==> src/hdl/qepi_pkg.sv <==
// Shared types and constants for the quad edge pressure interpolator.
package qepi_pkg;

  localparam int unsigned CoordW  = 32;
  localparam int unsigned DiffW   = CoordW + 1;
  localparam int unsigned AluW    = 2 * DiffW;
  localparam int unsigned RootW   = DiffW;
  localparam int unsigned RemW    = RootW + 3;
  localparam int unsigned RatioW  = 17;
  localparam int unsigned ProdW   = DiffW + RatioW + 1;
  localparam int unsigned SumW    = CoordW + 2;
  localparam int unsigned CntW    = 6;
  localparam int unsigned FracW   = 16;

  localparam logic [RatioW-1:0] RatioOne = RatioW'(1) << FracW;
  localparam logic [ProdW-1:0]  RoundHalf = ProdW'(1) << (FracW - 1);

  typedef enum logic [3:0] {
    ST_IDLE,
    ST_SQ_LOAD,
    ST_SQ,
    ST_SQRT_LOAD,
    ST_SQRT,
    ST_CMP,
    ST_DIV,
    ST_MUL,
    ST_FIN
  } state_t;

  typedef struct packed {
    logic [AluW-1:0] a;
    logic [AluW-1:0] b;
    logic            sub;
  } alu_req_t;

  typedef struct packed {
    logic [AluW-1:0] sum;
    logic            borrow;
  } alu_rsp_t;

endpackage

==> src/hdl/quad_edge_pressure_interpolator.sv <==
// Top level: sequencer and datapath registers around the shared add/subtract unit.
//
//  channel | signals                     | payload
//  --------+-----------------------------+------------------------------------------
//  in      | s_tvalid s_tready s_tdata   | edge coordinates and corner pressures,
//          | s_tlast                     | tlast marks the last edge of the quad
//  out     | m_tvalid m_tready m_tdata   | midside and centre pressure,
//          | m_tuser                     | tuser flags the centre value
//
// Each edge runs through the single 66-bit add/subtract unit: four 33-step
// shift-add squares, two 33-step bit-serial roots, a 17-step divide (skipped when
// the ratio needs no divide), plus load, compare, multiply, finish and idle states.
// Synchronous reset clears the sequencer, output valid and the corner sum.
// A new edge is taken only in idle; a finished result waits in the output
// register while the next edge is processed, and the sequencer holds at the
// end until that register is free.
module quad_edge_pressure_interpolator
  import qepi_pkg::*;
(
  input  logic         clk,
  input  logic         rst,
  input  logic         s_tvalid,
  output logic         s_tready,
  // start_x, start_y, mid_x, mid_y, end_x, end_y, start_pressure, end_pressure
  input  logic [255:0] s_tdata,
  input  logic         s_tlast,
  output logic         m_tvalid,
  input  logic         m_tready,
  // mid_pressure, center_pressure
  output logic [63:0]  m_tdata,
  // center_valid
  output logic [0:0]   m_tuser
);

  state_t state, state_next;

  logic signed [CoordW-1:0] sx, sy, mx, my, ex, ey, p0, p1;
  logic                     last;
  logic [1:0]               pass;
  logic [CntW-1:0]          cnt;
  logic [AluW-1:0]          acc, mcand, rad;
  logic [DiffW-1:0]         mplier;
  logic [RemW-1:0]          rem;
  logic [RootW-1:0]         root, d0, d;
  logic [RatioW-1:0]        ratio;
  logic signed [ProdW-1:0]  prod;
  logic [SumW-1:0]          corner_sum;

  logic signed [DiffW-1:0]  dsel, pdiff;
  logic [DiffW-1:0]         dmag;
  logic [RemW-1:0]          remsh, divt;
  logic [ProdW-1:0]         rnd;
  logic [SumW-1:0]          sum_new;
  logic                     out_free, sq_end, sqrt_end, div_end;
  alu_req_t                 req;
  alu_rsp_t                 rsp;

  qepi_alu u_alu (
    .req (req),
    .rsp (rsp)
  );

  always_comb begin
    case (pass)
      2'd0:    dsel = DiffW'(mx) - DiffW'(sx);
      2'd1:    dsel = DiffW'(my) - DiffW'(sy);
      2'd2:    dsel = DiffW'(ex) - DiffW'(sx);
      default: dsel = DiffW'(ey) - DiffW'(sy);
    endcase
  end

  assign dmag     = dsel[DiffW-1] ? DiffW'(-dsel) : DiffW'(dsel);
  assign remsh    = {rem[RemW-3:0], rad[AluW-1 -: 2]};
  assign divt     = (cnt == '0) ? rem : {rem[RemW-2:0], 1'b0};
  assign pdiff    = $signed({p1[CoordW-1], p1}) - $signed({p0[CoordW-1], p0});
  assign rnd      = prod + RoundHalf;
  assign sum_new  = corner_sum + {{(SumW-CoordW){p0[CoordW-1]}}, p0};
  assign out_free = !m_tvalid || m_tready;
  assign sq_end   = (cnt == CntW'(DiffW - 1));
  assign sqrt_end = (cnt == CntW'(RootW - 1));
  assign div_end  = (cnt == CntW'(RatioW - 1));
  assign s_tready = (state == ST_IDLE);

  always_comb begin
    req = '0;
    unique case (state)
      ST_SQ: begin
        req.a = acc;
        req.b = mplier[0] ? mcand : '0;
      end
      ST_SQRT: begin
        req.a   = AluW'(remsh);
        req.b   = AluW'({root, 2'b01});
        req.sub = 1'b1;
      end
      ST_CMP: begin
        req.a   = AluW'(d);
        req.b   = AluW'(d0);
        req.sub = 1'b1;
      end
      ST_DIV: begin
        req.a   = AluW'(divt);
        req.b   = AluW'(d);
        req.sub = 1'b1;
      end
      default: req = '0;
    endcase
  end

  always_ff @(posedge clk) begin
    if (rst) begin
      state <= ST_IDLE;
    end else begin
      state <= state_next;
    end
  end

  always_comb begin
    state_next = state;
    unique case (state)
      ST_IDLE:      if (s_tvalid) state_next = ST_SQ_LOAD;
      ST_SQ_LOAD:   state_next = ST_SQ;
      ST_SQ: begin
        if (sq_end) state_next = pass[0] ? ST_SQRT_LOAD : ST_SQ_LOAD;
      end
      ST_SQRT_LOAD: state_next = ST_SQRT;
      ST_SQRT: begin
        if (sqrt_end) state_next = (pass == 2'd2) ? ST_SQ_LOAD : ST_CMP;
      end
      ST_CMP: begin
        if (d == '0 || rsp.borrow) state_next = ST_MUL;
        else state_next = ST_DIV;
      end
      ST_DIV:       if (div_end) state_next = ST_MUL;
      ST_MUL:       state_next = ST_FIN;
      ST_FIN:       if (out_free) state_next = ST_IDLE;
      default:      state_next = ST_IDLE;
    endcase
  end

  always_ff @(posedge clk) begin
    unique case (state)
      ST_IDLE: begin
        sx   <= s_tdata[31:0];
        sy   <= s_tdata[63:32];
        mx   <= s_tdata[95:64];
        my   <= s_tdata[127:96];
        ex   <= s_tdata[159:128];
        ey   <= s_tdata[191:160];
        p0   <= s_tdata[223:192];
        p1   <= s_tdata[255:224];
        last <= s_tlast;
        pass <= '0;
      end
      ST_SQ_LOAD: begin
        mcand  <= AluW'(dmag);
        mplier <= dmag;
        cnt    <= '0;
        if (!pass[0]) acc <= '0;
      end
      ST_SQ: begin
        acc    <= rsp.sum;
        mcand  <= {mcand[AluW-2:0], 1'b0};
        mplier <= {1'b0, mplier[DiffW-1:1]};
        cnt    <= cnt + CntW'(1);
        if (sq_end) pass <= pass + 2'd1;
      end
      ST_SQRT_LOAD: begin
        rad  <= acc;
        rem  <= '0;
        root <= '0;
        cnt  <= '0;
      end
      ST_SQRT: begin
        rad <= {rad[AluW-3:0], 2'b00};
        cnt <= cnt + CntW'(1);
        if (rsp.borrow) begin
          rem  <= remsh;
          root <= {root[RootW-2:0], 1'b0};
        end else begin
          rem  <= rsp.sum[RemW-1:0];
          root <= {root[RootW-2:0], 1'b1};
        end
        if (sqrt_end) begin
          if (pass == 2'd2) d0 <= {root[RootW-2:0], ~rsp.borrow};
          else d <= {root[RootW-2:0], ~rsp.borrow};
        end
      end
      ST_CMP: begin
        rem <= RemW'(d0);
        cnt <= '0;
        if (d == '0) ratio <= '0;
        else if (rsp.borrow) ratio <= RatioOne;
        else ratio <= '0;
      end
      ST_DIV: begin
        cnt <= cnt + CntW'(1);
        if (rsp.borrow) begin
          rem   <= divt;
          ratio <= {ratio[RatioW-2:0], 1'b0};
        end else begin
          rem   <= rsp.sum[RemW-1:0];
          ratio <= {ratio[RatioW-2:0], 1'b1};
        end
      end
      ST_MUL: begin
        prod <= ProdW'(pdiff) * ProdW'($signed({1'b0, ratio}));
      end
      default: begin
      end
    endcase
  end

  always_ff @(posedge clk) begin
    if (rst) begin
      m_tvalid   <= 1'b0;
      corner_sum <= '0;
    end else begin
      if (state == ST_FIN && out_free) begin
        m_tvalid   <= 1'b1;
        corner_sum <= last ? '0 : sum_new;
      end else if (m_tready) begin
        m_tvalid <= 1'b0;
      end
    end
  end

  always_ff @(posedge clk) begin
    if (state == ST_FIN && out_free) begin
      m_tdata[31:0]  <= p0 + rnd[FracW +: CoordW];
      m_tdata[63:32] <= last ? sum_new[SumW-1:2] : '0;
      m_tuser        <= last;
    end
  end

endmodule

==> src/hdl/qepi_alu.sv <==
// Shared add/subtract unit used by the square, root, compare and divide steps.
module qepi_alu
  import qepi_pkg::*;
(
  input  alu_req_t req,
  output alu_rsp_t rsp
);

  logic [AluW:0] full;

  assign full = {1'b0, req.a} + {1'b0, (req.sub ? ~req.b : req.b)} + {{AluW{1'b0}}, req.sub};
  assign rsp.sum    = full[AluW-1:0];
  assign rsp.borrow = req.sub & ~full[AluW];

endmodule
==> config.mk <==
export PLATFORM = sky130hd
export DESIGN_NAME = quad_edge_pressure_interpolator
export DESIGN_NICKNAME = d
export VERILOG_FILES = /design/src/hdl/qepi_pkg.sv /design/src/hdl/quad_edge_pressure_interpolator.sv /design/src/hdl/qepi_alu.sv
export SDC_FILE = /design/constraint.sdc
export NUM_CORES = 2
export LEC_CHECK = 0
export ABC_AREA = 0
export BUFFER_PORTS_ARGS = -buffer_cell sky130_fd_sc_hd__buf_2
export CAP_MARGIN = 15
export CORE_MARGIN = 2
export CORE_UTILIZATION = 57
export DETAILED_ROUTE_END_ITERATION = 12
export GPL_TIMING_DRIVEN = 0
export PLACE_DENSITY = 0.78
export RECOVER_POWER = 25
export SLEW_MARGIN = 0
export SYNTH_ARGS = -nofsm -noshare
export SYNTH_HDL_FRONTEND = slang
export SYNTH_SLANG_ARGS = --single-unit
==> constraint.sdc <==
create_clock -name clk -period 35.8 [get_ports clk]
set_clock_uncertainty 0.15 [all_clocks]
set_input_delay 10.74 -clock clk [delete_from_list [all_inputs] [get_ports clk]]
set_output_delay 10.74 -clock clk [all_outputs]
set_load 0.01 [all_outputs]
# After elaboration in Yosys (flattened, before gate mapping)
# Index checks and enable logic that the tools add are counted.
totals:
  in_bits: 261
  reg_bits: 800
  wordCells: 123
  output_inout_bits: 67
classes:
  multipliers: 1
  bitwise: 5
  n_eq_ne: 18
  reduce_logical: 23
  muxes: 36
  n_addsub: 13
ops:
  columns: ["cell", "count"]
  rows:
  - ["$pmux W132 S4", 1]
  - ["$pmux W66 S2", 3]
  - ["$mux W66", 3]
  - ["$sub A32 B32 Y33", 5]
  - ["$pmux W36 S4", 1]
  - ["$pmux W33 S2", 2]
  - ["$mux W36", 3]
  - ["$pmux W33 S3", 1]
  - ["$add A66 B66 Y67", 1]
  - ["$add A67 B1 Y67", 1]
  - ["$not A66 Y66", 1]
  - ["$add A48 B16 Y48 const B", 1]
  - ["$mul A33 B18 Y48", 1]
  - ["$pmux W4 S9", 1]
  - ["$add A34 B34 Y34", 1]
  - ["$mux W17", 2]
  - ["$mux W34", 1]
  - ["$pmux W17 S2", 1]
  - ["$logic_not A33 Y1", 1]
  - ["$mux W33", 1]
  - ["$neg A33 Y33", 1]
  - ["$add A32 B32 Y32", 1]
  - ["$mux W4", 5]
  - ["$eq A4 B3 Y1 const B", 4]
  - ["other kinds (29)", 53]

# Longest topological paths before layout
logic_depth:
  ltp_word: 12
  depth_mapped: 39

# Cells and area by module
# A second synthesis with hierarchy kept.
hier_totals:
  hier_cells: 6292
  hier_area_um2: 63400.8
by_module_without_submodules:
  columns: ["mod", "cells_each", "instances", "area_per_inst_um2"]
  rows:
  - ["quad_edge_pressure_interpolator", 5617, 1, 58683.8]
  - ["qepi_alu", 675, 1, 4717.0]

# Least setup slack after synthesis
# No wires, ideal clock.
synth_timing:
  path_type: "register to output"
  startpoint: "register state[1]"
  endpoint: "output port s_tready"
  setup_slack_ps: -428
  path_stages_with_launch: 5
  arrival_time_ps: 25338
  t_required_ps: 24910
  cell_sequence: "dfxtp_1 -> clkbuf_1 -> clkbuf_1 -> clkbuf_1 -> nor4_1"
synth_via:
  elab_chain_len: 1
synth_rtl:
  columns: ["item", "line", "source"]
  rows:
  - ["start, declared", "quad_edge_pressure_interpolator.sv:35", "state_t state, state_next;"]
  - ["start signal, assigned", "quad_edge_pressure_interpolator.sv:114", "state <= state_next;"]
  - ["$logic_not A4 Y1", "quad_edge_pressure_interpolator.sv:82", "assign s_tready = (state == ST_IDLE);"]
  - ["end, declared", "quad_edge_pressure_interpolator.sv:23", "output logic s_tready,"]
# No other way between the ends.

# Worst setup path after layout
# Same ends and word-level chain as after synthesis.

==> impl_metrics.py <==
metrics = {
    "route": {
        "wire_per_inst_um": 22.7,
        "drc": 0,
        "vias_per_cell": 5.95,
        "dr.pass1.iters": 9,
        "routed-via-count": 47705,
        "drt_iter0_drc": 5144,
        "wirelength_um": 182000,
        "final_antenna_net_count": 0,
    },
    "synthesis": {
        "syn-num-nets": 7212,
        "ys_warn_count": 0,
        "seq_area_frac_synth_pct": 37.4,
        "synth-edff-count": 746,
        "syn-cell-area_sq_um": 61900,
        "yosysUniqueCellTypes": 91,
        "syn_avg_cell_area_sq_um": 10.2,
        "synth_top_area_cell": "edfxtp_1",
        "synth_ff_type": "edfxtp_1",
        "syn_inst": 6089,
        "synth.area.top_cells": "edfxtp_1 36%, fa_1 17%, ha_1 6.9%",
        "async_flop_share_pct": 0,
        "synth_top_cell_area_share_pct": 36.2,
        "ys_ff_latch": 785,
    },
    "clock_tree": {
        "cts_num_sinks": 785,
        "ctsHtreeMaxLevel": 3,
        "post-cts-setup-buffers": 0,
        "cts_tree": "built",
        "numCtsBuffers": 86,
        "cts-root-buf": "clkbuf_16",
        "path_clk_slew_ns": 0.06,
        "max-clock-path-buffers": 3,
        "ctsResizeCount": 0,
        "cts_hold_buffers": 0,
        "insertion_delay_ns": 0.72,
    },
    "timing": {
        "finalSetupTns_ns": 0,
        "finalHoldViolations": 0,
        "rsz0062_at_grt": "false",
        "finalCritPeriodShare_pct": 46.1,
        "slew_viol_final": 167,
        "tightestPinTransition_ns": 4.11,
        "fmax_mhz": 60.5,
        "slew-limit-headroom_pct": -174,
        "finalSetupViolCount": 0,
        "period_needed_ns": 16.52,
    },
    "finish": {
        "final_area_sq_um": 68700,
        "layout_commonest_cell": "nand2_1",
        "drive_gt1_share_pct": 9.32,
        "area_delta_synth_final_pct": 10.9,
        "fin_nets": 7665,
        "layout_common_cells": "826 x nand2_1, 747 x inv_1, 746 x edfxtp_1",
    },
    "die": {
        "dieArea_sq_um": 111000,
        "start_util_pct": 57.7,
        "die_h_um": 334,
        "ioPinCount": 328,
        "die_w_um": 334,
        "placement_rows": 120,
        "coreArea_sq_um": 107000,
    },
    "global_route": {
        "grt_overflow": 0,
        "grt_pass1_vias": 47739,
        "grt_use_total_pct": 32.6,
        "grt_max_degree": 76,
        "grt_pass1_wl_um": 277000,
        "antenna_found_initial": 9,
    },
    "place": {
        "dpl.hpwl_um": 142000,
        "place_area_sq_um": 65900,
        "port_buffers": 327,
        "gp_congestion": 0.992,
    },
    "critical_path": {
        "crit_chain": "clkbuf_1, clkbuf_1, clkbuf_1, nor4_1, clkbuf_1, buf_6, buf_6, buf_6, buf_6, buf_8, buf_2",
        "cp_max_fo": 17,
        "reg2reg_to": "prod[47]$_DFFE_PP_",
        "worstSetupPathType": "reg2out",
        "cp-start-kind": "register",
        "critPathRequiredTime_ns": 24.91,
        "r2r-start": "p0[0]$_DFFE_PP_",
        "crit_slowest_cell": "nor4_1",
        "arrival_ns": 5.63,
        "ff2ff_path_depth": 34,
        "critPathMaxStageDelay_ns": 1.54,
        "rrSetupSlack_ns": 24.00,
        "endpoint_kind": "output pin",
    },
    "min_path": {
        "min_path_cells": 2,
        "hold_path_class": "reg2reg",
        "hold_path_end": "corner_sum[32]$_SDFFE_PP0P_",
        "hold_path_startpoint": "corner_sum[32]$_SDFFE_PP0P_",
    },
    "run": {
        "cap_violations": 6,
    },
    "run_status": {
        "outcome": "complete, but fails checks",
        "violations": "max-capacitance violations, max-slew violations",
    },
}
state kept, by name, indices dropped and copies added (netlist names), 33 cells and up:
signal,flops
root,33
rad,66
rem,36
m_tdata,64
mplier,33
prod,33
mcand,66
acc,66
d,33
corner_sum,34
d0,33
synth_stat cells (all sizes together) (12+ instances only):
master	instances
a31oi	31
o22ai	30
nand2b	41
and2	434
clkbuf	216
nor2b	71
and4	12
fa	520
a22oi	27
nand3	74
ha	342
nor2	290
dfxtp	39
inv	750
o21bai	29
a221o	38
a21o	155
nand4	39
buf	29
nor3	98
mux2i	53
a21oi	263
a211oi	27
or3	20
and3	32
xor2	91
nand2	826
o21ai	223
o211ai	22
or2	14
nor4	16
xnor2	176
edfxtp	746
mux2	72
a21boi	14
o21a	64
layout make-up:
cell class | count | area [sq um]
Antenna cell | 4 | 10.0
Buffer | 245 | 933
Clock buffer | 99 | 2230
Clock inverter | 58 | 687
Fill cell | 8591 | 38700
Inverter | 750 | 2820
Multi-Input combinational cell | 4309 | 35000
Sequential cell | 785 | 23200
Tap cell | 1403 | 1760
Timing Repair Buffer | 365 | 2060
metal layers:
layer  share of wire, %  GRT usage, %  wire length [um]
met5              0.024             0                44
met4                4.1          12.5              7510
met3                 11          8.23             20700
met2                 44          50.2             79400
met1                 41          44.8             74000
critical path, delay by kind of cell, from the launching register on:
family | cells | cell delay (ns)
buffers and inverters | 10 | 3.07
DFF | 1 | 0.31
and+or+nand+nor | 1 | 1.54
kinds of logic after synthesis:
kind of cell / share of synthesized area [%]
AOI/OAI and AO/OA: 11.1
muxes: 2.17
and+or+nand+nor: 15.7
xor gates and xnor gates: 3.81
buffers and inverters: 6.05
adders and majority gates: 23.7
DFF: 37.4
through the flow:
step	setup slack (ns)	hold WS [ns]	utilization, %	cells
6_report	19.28	0.309	64.0	8018
5_1_grt	19.14	0.312	64.0	8014
4_1_cts	20.68	0.299	64.1	8012
3_5_place_dp	21.45	0.303	61.4	7855
3_3_place_gp	1.76	0.293	60.8	7819
2_1_floorplan	10.12	0.286	-	6089
worst max-delay path by stage:
stage,from,end,slack [ns],depth (start not counted)
after CTS,state[1]$_SDFFE_PP0P_,s_tready,20.68,11
final,state[1]$_SDFFE_PP0P_,s_tready,19.28,11
after global routing,state[1]$_SDFFE_PP0P_,s_tready,19.14,11
after floorplan,state[1]$_SDFFE_PP0P_,s_tready,10.12,4
after global placement,state[1]$_SDFFE_PP0P_,s_tready,1.76,5
after detailed placement,state[1]$_SDFFE_PP0P_,s_tready,21.45,11
Power is left out: the tool's default activity adds up to more than one toggle a clock period on the data nets, which glitch-free logic cannot reach.
